File: config.mk
export PLATFORM = sky130hd
export DESIGN_NAME = adam_parameter_update_top
export DESIGN_NICKNAME = d
export VERILOG_FILES = /design/src/rtl/apu_pkg.sv /design/src/rtl/adam_parameter_update_top.sv
export SDC_FILE = /design/constraint.sdc
export NUM_CORES = 2
export LEC_CHECK = 0
export BUFFER_PORTS_ARGS = -buffer_cell sky130_fd_sc_hd__buf_2
export CORE_MARGIN = 1
export CORE_UTILIZATION = 31
export CTS_CLUSTER_SIZE = 40
export DETAILED_ROUTE_END_ITERATION = 7
export PLACE_DENSITY_LB_ADDON = 0.1
export SYNTH_ARGS = -nofsm -noshare
export SYNTH_HDL_FRONTEND = slang
export SYNTH_SLANG_ARGS = --single-unit
File: constraint.sdc
create_clock -name i_clk -period 15.2 [get_ports i_clk]
set_clock_uncertainty 0.15 [all_clocks]
set_input_delay 1.52 -clock i_clk [delete_from_list [all_inputs] [get_ports i_clk]]
set_output_delay 1.52 -clock i_clk [all_outputs]
set_load 0.01 [all_outputs]
File: src/rtl/apu_pkg.sv
// ----------------------------------------------------------------------------
// apu_pkg
// Types and constants shared by the Adam parameter update block.
// ----------------------------------------------------------------------------
package apu_pkg;

    localparam int NUM_SLOTS = 32;
    localparam int IDX_W     = 5;

    localparam logic [1:0] CFG_LR     = 2'd0;
    localparam logic [1:0] CFG_BETA1  = 2'd1;
    localparam logic [1:0] CFG_BETA2  = 2'd2;
    localparam logic [1:0] CFG_EPS    = 2'd3;

    localparam logic [31:0] RST_LR    = 32'd34359738;
    localparam logic [31:0] RST_BETA1 = 32'd3865470566;
    localparam logic [31:0] RST_BETA2 = 32'd4290672329;
    localparam logic [15:0] RST_EPS   = 16'd43;

    localparam logic [32:0] ONE_Q32   = 33'h1_0000_0000;
    localparam logic [33:0] STEP_CAP  = 34'h2_0000_0000;

    localparam logic [6:0] LEN_MAC    = 7'd33;
    localparam logic [6:0] LEN_WIDE   = 7'd64;
    localparam logic [6:0] LEN_SQRT   = 7'd32;

    typedef enum logic [3:0] {
        S_IDLE,
        S_POW1,
        S_POW2,
        S_MOM,
        S_GSQ,
        S_VAR,
        S_DIV1,
        S_DIV2,
        S_SQRT,
        S_DIV3,
        S_STEP,
        S_DONE
    } t_state;

    typedef struct packed {
        logic [IDX_W-1:0]   param_index;
        logic signed [31:0] gradient;
        logic signed [31:0] weight_in;
        logic               first_of_step;
    } t_in_word;

    typedef struct packed {
        logic [IDX_W-1:0]   index_out;
        logic signed [31:0] weight_out;
        logic               clipped;
    } t_out_word;

endpackage

File: src/rtl/adam_parameter_update_top.sv
// ----------------------------------------------------------------------------
// adam_parameter_update_top
// Fixed point Adam update, one parameter slot per input word.
//
// Input words (slot index, gradient, weight, sweep start) arrive on a
// valid/ready channel; one output word (index, new weight, clip flag) is
// returned for each. Configuration is a plain write port, indexes 0 to 3:
// learning rate, beta1, beta2, epsilon.
// Each word runs through a sequencer over a shared bit-serial multiplier,
// a restoring divider (three divisions) and a two-bit-per-cycle square
// root. A word that starts a sweep takes two extra multiplies for the
// decay powers. One word is in flight at a time.
// The output register lets the next word be accepted while a result
// waits; a stalled receiver holds the block only when a second result
// is ready. Reset clears moments (valid bits), sets the decay powers to
// one, loads the default configuration and resets state and output valid.
// ----------------------------------------------------------------------------
module adam_parameter_update_top (
    input  logic                i_clk,
    input  logic                i_rst_n,
    input  logic                i_in_valid,
    output logic                o_in_ready,
    input  apu_pkg::t_in_word   i_in,
    output logic                o_out_valid,
    input  logic                i_out_ready,
    output apu_pkg::t_out_word  o_out,
    input  logic                i_cfg_we,
    input  logic [1:0]          i_cfg_addr,
    input  logic [31:0]         i_cfg_wdata
);
    import apu_pkg::*;

    t_state r_state, n_state;
    logic [6:0] r_cnt;
    logic [6:0] c_len;
    logic       c_last, c_in_ready, c_out_free;

    logic [31:0] r_lr, r_b1, r_b2;
    logic [15:0] r_eps;
    logic [32:0] r_p1, r_p2;

    logic [31:0] r_fm [NUM_SLOTS];
    logic [47:0] r_sm [NUM_SLOTS];
    logic [NUM_SLOTS-1:0] r_valid;
    logic [31:0] r_mrd;
    logic [47:0] r_vrd;
    logic        r_vld_rd;

    logic [IDX_W-1:0]   r_idx;
    logic signed [31:0] r_grad, r_win, r_m;
    logic               r_fos;
    logic [63:0]        r_mhat;

    logic signed [49:0] r_ma, r_mg;
    logic [63:0]        r_mb, r_ml;
    logic [32:0]        r_mc, r_mk;
    logic signed [52:0] r_mh;
    logic signed [52:0] c_sum;
    logic [116:0]       c_w;

    logic [41:0] r_drem, r_dden;
    logic [63:0] r_dlo, r_dq;
    logic        r_dsat;
    logic [41:0] c_dt;
    logic        c_dge;
    logic [63:0] c_dres;

    logic [63:0] r_sx;
    logic [33:0] r_srem, c_st, c_strial;
    logic [31:0] r_sroot;
    logic        c_sge;

    logic [31:0] c_mold, c_gmag, c_mmag;
    logic [47:0] c_vold;
    logic [32:0] c_c1, c_c2, c_corr1, c_corr2;
    logic [40:0] c_den3;
    logic [33:0] c_stepc;
    logic signed [34:0] c_wnew;
    logic        c_pos_ovf, c_neg_ovf;

    logic        r_out_valid;
    t_out_word   r_out;

    // control
    always_comb begin
        case (r_state)
            S_DIV1, S_DIV2, S_DIV3, S_STEP: c_len = LEN_WIDE;
            S_SQRT:                         c_len = LEN_SQRT;
            default:                        c_len = LEN_MAC;
        endcase
        c_last     = (r_cnt == c_len);
        c_out_free = !r_out_valid || i_out_ready;
        c_in_ready = (r_state == S_IDLE);
    end

    always_comb begin
        n_state = r_state;
        case (r_state)
            S_IDLE: if (i_in_valid) n_state = i_in.first_of_step ? S_POW1 : S_MOM;
            S_POW1: if (c_last) n_state = S_POW2;
            S_POW2: if (c_last) n_state = S_MOM;
            S_MOM:  if (c_last) n_state = S_GSQ;
            S_GSQ:  if (c_last) n_state = S_VAR;
            S_VAR:  if (c_last) n_state = S_DIV1;
            S_DIV1: if (c_last) n_state = S_DIV2;
            S_DIV2: if (c_last) n_state = S_SQRT;
            S_SQRT: if (c_last) n_state = S_DIV3;
            S_DIV3: if (c_last) n_state = S_STEP;
            S_STEP: if (c_last) n_state = S_DONE;
            S_DONE: if (c_out_free) n_state = S_IDLE;
            default: n_state = S_IDLE;
        endcase
    end

    always_ff @(posedge i_clk) begin
        if (!i_rst_n) begin
            r_state <= S_IDLE;
            r_cnt   <= '0;
        end else begin
            r_state <= n_state;
            if (r_state == S_IDLE || r_state == S_DONE || c_last) begin
                r_cnt <= '0;
            end else begin
                r_cnt <= r_cnt + 7'd1;
            end
        end
    end

    // datapath helpers
    assign c_mold  = r_vld_rd ? r_mrd : 32'd0;
    assign c_vold  = r_vld_rd ? r_vrd : 48'd0;
    assign c_gmag  = r_grad[31] ? 32'(-r_grad) : r_grad;
    assign c_mmag  = r_m[31] ? 32'(-r_m) : r_m;
    assign c_c1    = ONE_Q32 - {1'b0, r_b1};
    assign c_c2    = ONE_Q32 - {1'b0, r_b2};
    assign c_corr1 = r_p1[32] ? 33'd1 : (ONE_Q32 - r_p1);
    assign c_corr2 = r_p2[32] ? 33'd1 : (ONE_Q32 - r_p2);

    assign c_sum = r_mh
                 + (r_mb[0] ? {{3{r_ma[49]}}, r_ma} : 53'sd0)
                 + (r_mc[0] ? {{3{r_mg[49]}}, r_mg} : 53'sd0)
                 + $signed({52'd0, r_mk[0]});
    assign c_w   = {r_mh, r_ml};

    assign c_dt   = {r_drem[40:0], r_dlo[63]};
    assign c_dge  = (c_dt >= r_dden);
    assign c_dres = r_dsat ? {64{1'b1}} : r_dq;

    assign c_st     = {r_srem[31:0], r_sx[63:62]};
    assign c_strial = {r_sroot, 2'b01};
    assign c_sge    = (c_st >= c_strial);

    always_comb begin
        c_den3 = {1'b0, r_sroot, 8'd0} + {25'd0, r_eps};
        if (c_den3 == 41'd0) begin
            c_den3 = 41'd1;
        end
    end

    always_comb begin
        if ((|c_w[95:66]) || (c_w[65] && (|c_w[64:32]))) begin
            c_stepc = STEP_CAP;
        end else begin
            c_stepc = c_w[65:32];
        end
        if (r_m[31]) begin
            c_wnew = {{3{r_win[31]}}, r_win} + $signed({1'b0, c_stepc});
        end else begin
            c_wnew = {{3{r_win[31]}}, r_win} - $signed({1'b0, c_stepc});
        end
        c_pos_ovf = !c_wnew[34] && (c_wnew[33:31] != 3'b000);
        c_neg_ovf = c_wnew[34] && (c_wnew[33:31] != 3'b111);
    end

    // configuration and decay powers
    always_ff @(posedge i_clk) begin
        if (!i_rst_n) begin
            r_lr  <= RST_LR;
            r_b1  <= RST_BETA1;
            r_b2  <= RST_BETA2;
            r_eps <= RST_EPS;
            r_p1  <= ONE_Q32;
            r_p2  <= ONE_Q32;
        end else begin
            if (i_cfg_we) begin
                case (i_cfg_addr)
                    CFG_LR:    r_lr  <= i_cfg_wdata;
                    CFG_BETA1: r_b1  <= i_cfg_wdata;
                    CFG_BETA2: r_b2  <= i_cfg_wdata;
                    CFG_EPS:   r_eps <= i_cfg_wdata[15:0];
                    default:   r_lr  <= r_lr;
                endcase
            end
            if (r_state == S_POW2 && r_cnt == 7'd0) begin
                r_p1 <= c_w[95:63];
            end
            if (r_state == S_MOM && r_cnt == 7'd0 && r_fos) begin
                r_p2 <= c_w[95:63];
            end
        end
    end

    // moment store
    always_ff @(posedge i_clk) begin
        if (!i_rst_n) begin
            r_valid <= '0;
        end else if (r_state == S_DIV1 && r_cnt == 7'd0) begin
            r_valid[r_idx] <= 1'b1;
        end
    end

    always_ff @(posedge i_clk) begin
        if (c_in_ready && i_in_valid) begin
            r_mrd    <= r_fm[i_in.param_index];
            r_vrd    <= r_sm[i_in.param_index];
            r_vld_rd <= r_valid[i_in.param_index];
            r_idx    <= i_in.param_index;
            r_grad   <= i_in.gradient;
            r_win    <= i_in.weight_in;
            r_fos    <= i_in.first_of_step;
        end
        if (r_state == S_DIV1 && r_cnt == 7'd0) begin
            r_fm[r_idx] <= r_m;
            r_sm[r_idx] <= c_w[110:63];
        end
    end

    // serial multiplier, divider and root
    always_ff @(posedge i_clk) begin
        if (r_cnt == 7'd0) begin
            case (r_state)
                S_POW1: begin
                    r_ma <= {17'd0, r_p1};
                    r_mb <= {32'd0, r_b1};
                    r_mg <= '0;
                    r_mc <= '0;
                    r_mk <= {2'b01, 31'd0};
                    r_mh <= '0;
                    r_ml <= '0;
                end
                S_POW2: begin
                    r_ma <= {17'd0, r_p2};
                    r_mb <= {32'd0, r_b2};
                    r_mg <= '0;
                    r_mc <= '0;
                    r_mk <= {2'b01, 31'd0};
                    r_mh <= '0;
                    r_ml <= '0;
                end
                S_MOM: begin
                    r_ma <= {{18{c_mold[31]}}, c_mold};
                    r_mb <= {32'd0, r_b1};
                    r_mg <= {{18{r_grad[31]}}, r_grad};
                    r_mc <= c_c1;
                    r_mk <= {2'b01, 31'd0};
                    r_mh <= '0;
                    r_ml <= '0;
                end
                S_GSQ: begin
                    r_m  <= c_w[94:63];
                    r_ma <= {18'd0, c_gmag};
                    r_mb <= {32'd0, c_gmag};
                    r_mg <= '0;
                    r_mc <= '0;
                    r_mk <= {17'd0, 16'h8000};
                    r_mh <= '0;
                    r_ml <= '0;
                end
                S_VAR: begin
                    r_ma <= {2'd0, c_vold};
                    r_mb <= {32'd0, r_b2};
                    r_mg <= {3'd0, c_w[93:47]};
                    r_mc <= c_c2;
                    r_mk <= {2'b01, 31'd0};
                    r_mh <= '0;
                    r_ml <= '0;
                end
                S_DIV1: begin
                    r_dden <= {9'd0, c_corr1};
                    r_dsat <= 1'b0;
                    r_drem <= '0;
                    r_dlo  <= {c_mmag, 32'd0};
                    r_dq   <= '0;
                end
                S_DIV2: begin
                    r_mhat <= c_dres;
                    r_dden <= {9'd0, c_corr2};
                    r_dsat <= ({10'd0, c_w[110:79]} >= {9'd0, c_corr2});
                    r_drem <= {10'd0, c_w[110:79]};
                    r_dlo  <= {c_w[78:63], 48'd0};
                    r_dq   <= '0;
                end
                S_SQRT: begin
                    r_sx    <= c_dres;
                    r_srem  <= '0;
                    r_sroot <= '0;
                end
                S_DIV3: begin
                    r_dden <= {1'b0, c_den3};
                    r_dsat <= ({10'd0, r_mhat[63:32]} >= {1'b0, c_den3});
                    r_drem <= {10'd0, r_mhat[63:32]};
                    r_dlo  <= {r_mhat[31:0], 32'd0};
                    r_dq   <= '0;
                end
                S_STEP: begin
                    r_ma <= {18'd0, r_lr};
                    r_mb <= c_dres;
                    r_mg <= '0;
                    r_mc <= '0;
                    r_mk <= '0;
                    r_mh <= '0;
                    r_ml <= '0;
                end
                default: r_mk <= r_mk;
            endcase
        end else begin
            case (r_state)
                S_POW1, S_POW2, S_MOM, S_GSQ, S_VAR, S_STEP: begin
                    r_mh <= c_sum >>> 1;
                    r_ml <= {c_sum[0], r_ml[63:1]};
                    r_mb <= {1'b0, r_mb[63:1]};
                    r_mc <= {1'b0, r_mc[32:1]};
                    r_mk <= {1'b0, r_mk[32:1]};
                end
                S_DIV1, S_DIV2, S_DIV3: begin
                    r_drem <= c_dge ? (c_dt - r_dden) : c_dt;
                    r_dlo  <= {r_dlo[62:0], 1'b0};
                    r_dq   <= {r_dq[62:0], c_dge};
                end
                S_SQRT: begin
                    r_srem  <= c_sge ? (c_st - c_strial) : c_st;
                    r_sx    <= {r_sx[61:0], 2'b00};
                    r_sroot <= {r_sroot[30:0], c_sge};
                end
                default: r_mk <= r_mk;
            endcase
        end
    end

    // output register
    always_ff @(posedge i_clk) begin
        if (!i_rst_n) begin
            r_out_valid <= 1'b0;
        end else if (r_state == S_DONE && c_out_free) begin
            r_out_valid <= 1'b1;
        end else if (i_out_ready) begin
            r_out_valid <= 1'b0;
        end
    end

    always_ff @(posedge i_clk) begin
        if (r_state == S_DONE && c_out_free) begin
            r_out.index_out <= r_idx;
            r_out.clipped   <= c_pos_ovf || c_neg_ovf;
            if (c_pos_ovf) begin
                r_out.weight_out <= 32'sh7FFF_FFFF;
            end else if (c_neg_ovf) begin
                r_out.weight_out <= 32'sh8000_0000;
            end else begin
                r_out.weight_out <= c_wnew[31:0];
            end
        end
    end

    assign o_in_ready  = c_in_ready;
    assign o_out_valid = r_out_valid;
    assign o_out       = r_out;

endmodule
Word-level counts from Yosys, hierarchy flattened
Memory sizes are Yosys's and may differ from the RTL's. A register that Yosys moved wholly into a read port is not among the register bits.
Cells that the tools add are included.
Widths: inputs -> output; s select.
{"block": "op_classes", "n_addsub": 15, "n_reduce_logical": 52, "bitwise": 2, "mux": 75, "magnitude_cmp": 7, "eq_ne": 32}
{"operator": "$mux 64", "count": 14}
{"operator": "$mux 32", "count": 11}
{"operator": "$pmux 50 s6", "count": 1}
{"operator": "$mux 53", "count": 5}
{"operator": "$pmux 64 s4", "count": 1}
{"operator": "$mux 33", "count": 6}
{"operator": "$pmux 33 s3", "count": 2}
{"operator": "$pmux 64 s3", "count": 1}
{"operator": "$mux 41", "count": 4}
{"operator": "$pmux 50 s3", "count": 1}
{"operator": "$pmux 42 s3", "count": 1}
{"operator": "$pmux 41 s3", "count": 1}
{"operator": "$add 53x53->53", "count": 2}
{"operator": "$sub 33x32->33 const A", "count": 2}
{"operator": "$sub 33x33->33 const A", "count": 2}
{"operator": "$neg 32->32", "count": 2}
{"operator": "$add 53x1->53", "count": 1}
{"operator": "$mux 4", "count": 12}
{"operator": "$mux 48", "count": 1}
{"operator": "$pmux 4 s12", "count": 1}
{"operator": "$ge 42x42->1", "count": 1}
{"operator": "$add 40x16->41", "count": 1}
{"operator": "$ge 32x41->1", "count": 1}
{"operator": "$logic_not 41->1", "count": 1}
{"operator": "48 further kinds", "count": 108}
{"block": "word_totals", "ramBits": 2560, "memories": 2, "register_bits": 1114, "input_bits": 109, "word_cells": 220, "out_inout_bits": 40}
{"name": "r_sm", "depth": 32, "word_bits": 48, "read_ports": 1, "rd_clocked_by_memory_dff": 1, "wr": 1, "line_no": "adam_parameter_update_top.sv:43", "source": "logic [47:0] r_sm [NUM_SLOTS];"}
{"name": "r_fm", "depth": 32, "word_bits": 32, "read_ports": 1, "rd_clocked_by_memory_dff": 1, "wr": 1, "line_no": "adam_parameter_update_top.sv:42", "source": "logic [31:0] r_fm [NUM_SLOTS];"}

Longest topological paths before layout
{"block": "logic_depth", "depth_word": 9, "mapped_depth": 26}

Worst setup path after synthesis
Ideal clock, no wire load.
{"block": "synth_timing", "path_kind": "reg-to-reg", "from": "reg r_state[1]", "to": "reg r_state[2]", "path_stages_with_launch": 9, "t_arrival_ns": 10.861, "setup_slack_ns": 4.074, "required_ns": 14.935, "n_path_buf": 1, "setup_ns": 0.115, "cell_sequence": "dfxtp_1 -> clkbuf_1 -> nor3_1 -> xnor2_1 -> o41ai_1 -> a31oi_1 -> a21oi_1 -> a21boi_0 -> o21a_1"}
{"block": "synth_between", "elab_chain_cells": 6, "word_cells_on_any_way": 29}
{"element": "start, declared", "line_no": "adam_parameter_update_top.sv:33", "source": "t_state r_state, n_state;"}
{"element": "start signal, assigned", "line_no": "adam_parameter_update_top.sv:120", "source": "r_state <= n_state;"}
{"element": "$eq 4x3->1 or $eq 4x4->1 (tied branches)", "line_no": "adam_parameter_update_top.sv:86, adam_parameter_update_top.sv:98"}
{"element": "$reduce_or 4->1", "line_no": "adam_parameter_update_top.sv:86", "source": "case (r_state)"}
{"element": "$pmux 7 s2", "line_no": "adam_parameter_update_top.sv:86"}
{"element": "$eq 7x7->1", "line_no": "adam_parameter_update_top.sv:91", "source": "c_last = (r_cnt == c_len);"}
{"element": "$ne 2x2->1 (no source line)"}
{"element": "$reduce_and 12->1 (no source line)"}
Several ways; a longest one is shown, not always the timed one.
A chain may end at the register's enable or synchronous reset.

Worst setup path after layout
{"block": "layout_timing", "from": "reg r_ml[38]", "to": "reg r_out (netlist bit o_out[4]) (data pin)"}
{"block": "layout_between", "elab_chain_cells": 9, "word_cells_on_any_way": 13}
{"element": "start, declared", "line_no": "adam_parameter_update_top.sv:55", "source": "logic [63:0] r_mb, r_ml;"}
{"element": "start signal, assigned", "line_no": "adam_parameter_update_top.sv:320", "source": "r_ml <= {c_sum[0], r_ml[63:1]};"}
{"element": "$reduce_or 33->1", "line_no": "adam_parameter_update_top.sv:161", "source": "if ((|c_w[95:66]) || (c_w[65] && (|c_w[64:32]))) begin"}
{"element": "$logic_and 1x1->1", "line_no": "adam_parameter_update_top.sv:161"}
{"element": "$logic_or 1x1->1", "line_no": "adam_parameter_update_top.sv:161"}
{"element": "$mux 34 (*)", "line_no": "adam_parameter_update_top.sv:161"}
{"element": "$sub 35x34->35 or $add 35x34->35 (tied branches)", "line_no": "adam_parameter_update_top.sv:169, adam_parameter_update_top.sv:167"}
{"element": "$mux 35 (*)", "line_no": "adam_parameter_update_top.sv:166", "source": "if (r_m[31]) begin"}
{"element": "$ne 3x3->1", "line_no": "adam_parameter_update_top.sv:172", "source": "c_neg_ovf = c_wnew[34] && (c_wnew[33:31] != 3'b111);"}
{"element": "$logic_and 1x1->1", "line_no": "adam_parameter_update_top.sv:172"}
{"element": "$mux 32", "line_no": "adam_parameter_update_top.sv:357", "source": "end else if (c_neg_ovf) begin"}
{"element": "end, declared", "line_no": "adam_parameter_update_top.sv:82", "source": "t_out_word r_out;"}
Every way passes the cells marked *; elsewhere a longest branch is shown, timed or not.

==> impl_metrics.yaml <==
route:
  route.final.wire_length_um: 565000
  drtIter0Drc: 10000
  drt_pre_antenna_iters: 8
  via_count: 92100
  route.detailed.drc: 9
  post_drt_antenna_nets: 0
  via_per_inst: 5.40
  avgRoutedWirePerCell_um: 33.1
grt:
  grt_max_degree: 118
  grt_remaining_overflow: 0
  antenna_found_initial: 59
  vias_in_the_first_global_route: 93100
  global_route.usage.total: 0.216
  wire_length_of_the_first_global_routing_pass_um: 775000
placement:
  buffer_ports.inserted: 148
  detailedPlace.worstSlack_ns: 6.94
  dp.final_hpwl_um: 336000
  place.gp.congestion: 0.919
  placed_cell_area_mm2: 0.168
logic_synthesis:
  synthesis.yosys.warnings: 0
  number_of_standard_cells_after_synthesis: 9655
  proportion_of_synthesized_chip_area_in_sequential_cells: 0.686
  netlist-cell-type-count: 94
  synth.cells.most_frequent: "sky130_fd_sc_hd__edfxtp_1, sky130_fd_sc_hd__nand2_1, sky130_fd_sc_hd__mux4_2"
  yosys_most_used_dff: "sky130_fd_sc_hd__edfxtp_1"
  syn_area_per_cell_um2: 16.4
  synth_top_cell_area_share: 0.658
  synth.most_common_cell: "sky130_fd_sc_hd__edfxtp_1"
  synth.net_count: 10100
  synth_largest_area_cell: "sky130_fd_sc_hd__edfxtp_1"
  synth.cell_area_mm2: 0.158
  synth_enable_flop_cells: 3462
  synth_async_sr_flop_share: 0
  yosys_register_bits: 3684
  synthTopCellsByArea: "sky130_fd_sc_hd__edfxtp_1, sky130_fd_sc_hd__mux4_2, sky130_fd_sc_hd__dfxtp_1"
clock_network:
  cts-buffers-inserted: 416
  cts-hold-fix-buffers: 0
  cts.htree.levels: 5
  clock_sink_count: 3684
  cts_clock_pin_slew_for_the_worst_setup_and_hold_paths_ns: 0.06
  cts.root.buffer_cell: "sky130_fd_sc_hd__clkbuf_16"
  clock_path_buffers: 4
  clock_insertion_delay_worst_skew_ns: 1.01
  cts_tree: "built"
  post_cts_resize_count: 0
  cts.repair_timing.setup_buffer_count: 0
worst_setup_path:
  critical_path.cell_chain: "or4_4 > or4_1 > nor4_4 > a21bo_1 > and2_0 > buf_4 > nand2_1 > ha_1 > o21a_1 > nor2_1 > o31ai_1 > a31oi_1 > ha_1 > a21oi_1 > o21bai_1 > nor4b_1 > a21oi_1 > o21ai_0 > a2111oi_0 > a211oi_1 > nand4_1 > o21ai_4 > buf_4 > o31ai_2"
  launching_element_of_the_worst_setup_path: "r_ml[38]$_SDFFCE_PP0P_"
  cp_slowest_stage_delay_ns: 0.65
  worst_setup_path_end_kind: "flip-flop"
  crit-reg2reg-launch: "r_ml[38]$_SDFFCE_PP0P_"
  worst-endpoint-arrival_ns: 8.80
  critical-path-slowest-cell: "sky130_fd_sc_hd__nor2_1"
  critPathMaxFanout: 32
  critical_path.startpoint_type: "flip-flop"
  timing.critical_path.required_ns: 15.79
  timing_worst_setup_path_type: "reg -> reg"
layout:
  nets: 10400
  post_route_cells_drive_above_1_share: 0.198
  area_growth_from_synthesis_to_layout_pct: 14.8
  count_of_fill_cells_added_during_filler_insertion: 47700
  fin_area_mm2: 0.181
power:
  power_density_mw_per_mm2: 169
  power_leakage_nw: 59.5
  power.ir.vdd_worst_mv: 0.158
worst_hold_path:
  hold_path.class: "reg -> reg"
  source_of_the_worst_hold_timing_path: "r_valid[6]$_SDFFE_PN0P_"
sta:
  max_slew_headroom_at_the_worst_pin: 0.0102
  final_min_period_over_clock_period: 0.540
  fmax_ghz: 0.122
  post_route_setup_tns_ns: 0
  setup_slack_ns: 6.99
  timing.final.crit_period_ns: 8.21
  rsz0062_at_grt: "false"
  hold_ws_ns: 0.311
  tightestPinTransition_ns: 1.47
  finalHoldViolations: 0
  finalSetupViolCount: 0
  timing.final.max_slew_violations: 0
run_status:
  violations: "design-rule violations, max-capacitance violations"
  status: "complete, but fails checks"
floorplan:
  initial_utilization: 0.312
  fp.dieW_um: 716
  placement_row_count: 261
  die_height_um: 716
  dieArea_mm2: 0.513
  core_box_area_mm2: 0.507
  floorplan.io_pins: 149
job:
  maxCapViolCount: 1
per-layer routing:
layer  vias up  global-route usage  share of wire  routed length, µm
li1      38700                   -              -                  -
met1     49600               0.305           0.45             251000
met2      3003               0.350           0.47             264000
met3       747              0.0245          0.052              29400
met4         2              0.0674          0.035              20000
met5         -                   0       0.000023                 13
cells by family (layout without fill, tap and decap cells):
logic type | after synthesis | count (layout) | share of synthesized area
compound gates | 1392 | 1392 | 0.0600
xor+xnor | 312 | 312 | 0.0174
fa+ha+maj | 297 | 297 | 0.0262
buf+inv | 726 | 1416 | 0.0176
flops | 3684 | 3684 | 0.686
mux | 968 | 968 | 0.126
other cells | 0 | 13 | 0
simple gates | 2276 | 2276 | 0.0667
where the power goes:
part | internal, mW | total (mW) | switching [mW] | leakage (nW)
Sequential | 12.8 | 13.3 | 0.538 | 33.3
Combinational | 2.21 | 7.37 | 5.17 | 19.8
Clock | 5.67 | 9.93 | 4.25 | 6.44
layout by cell type (no fill, tap or decap), types with 35 or more instances in the layout:
cell type                      n
sky130_fd_sc_hd__edfxtp_1   3462
sky130_fd_sc_hd__nand2_1     861
sky130_fd_sc_hd__mux4_2      810
sky130_fd_sc_hd__nor2_1      520
sky130_fd_sc_hd__clkbuf_16   420
sky130_fd_sc_hd__o21ai_0     302
sky130_fd_sc_hd__buf_4       258
sky130_fd_sc_hd__a21oi_1     249
sky130_fd_sc_hd__ha_1        241
sky130_fd_sc_hd__and2_1      235
sky130_fd_sc_hd__dfxtp_1     222
sky130_fd_sc_hd__inv_1       221
sky130_fd_sc_hd__xnor2_1     181
sky130_fd_sc_hd__buf_2       142
sky130_fd_sc_hd__a21boi_0    130
sky130_fd_sc_hd__nand3_1     129
sky130_fd_sc_hd__xor2_1      129
sky130_fd_sc_hd__nor3_1      122
sky130_fd_sc_hd__clkinv_1     98
sky130_fd_sc_hd__clkbuf_1     91
sky130_fd_sc_hd__mux2_2       85
sky130_fd_sc_hd__a21o_1       83
sky130_fd_sc_hd__o31ai_1      76
sky130_fd_sc_hd__o21a_1       76
sky130_fd_sc_hd__clkinv_2     75
sky130_fd_sc_hd__mux2i_1      73
sky130_fd_sc_hd__a221oi_1     66
sky130_fd_sc_hd__fa_1         56
sky130_fd_sc_hd__nand4_1      48
sky130_fd_sc_hd__nor4_1       47
sky130_fd_sc_hd__a31oi_1      47
sky130_fd_sc_hd__nor2b_1      37
sky130_fd_sc_hd__nand2b_1     37
sky130_fd_sc_hd__or3_1        37
sky130_fd_sc_hd__nor2_4       36
sky130_fd_sc_hd__and3_1       35
stage by stage:
stage	total power, mW	cells	util
final	30.6	17100	0.358
after global routing	31.8	17100	0.358
after CTS	30.8	17100	0.358
after detailed placement	20.8	16300	0.332
after global placement	20.8	16300	0.332
after floorplan	17.7	9655	-
registers in the layout, summed over array words and instances, names as in the netlist, 33 cells and up:
name	cells
r_ma	49
r_dden	41
r_sm	1536
r_drem	41
r_mhat	64
r_p2	33
r_mb	64
r_vrd	48
r_sx	64
r_fm	1024
r_p1	33
r_dq	64
r_mc	33
o_out	38
r_mh	52
r_mg	48
critical path, delay by kind of cell, from the launching register on:
kind	cells	cell delay, ns
AO/OA/AOI/OAI	12	2.95
adder cells (fa/ha/maj)	2	0.61
buffers and inverters	2	0.68
flip-flops	1	0.47
AND/OR/NAND/NOR	8	3.02
area by class of cell:
class	count	area [µm²]	area share
sequential	3684	108000	0.598
antenna	13	32.5	0.000179
tap	6706	8390	0.0463
clock inverter	249	2260	0.0125
multi-input combinational	5245	47300	0.261
timing repair buffer	427	3150	0.0174
clock buffer	517	10900	0.0603
inverter	223	838	0.00462
final timing paths:
check / endpoint / slack, ns / cells past startpoint
max: o_out[4]$_SDFFCE_PP1P_ / 6.99 / 24
min: r_valid[6]$_SDFFE_PN0P_ / 0.31 / 1
max reg2reg: o_out[4]$_SDFFCE_PP1P_ / 6.99 / 24
min reg2reg: r_valid[6]$_SDFFE_PN0P_ / 0.31 / 1
Power figures use the tool's default switching activity.
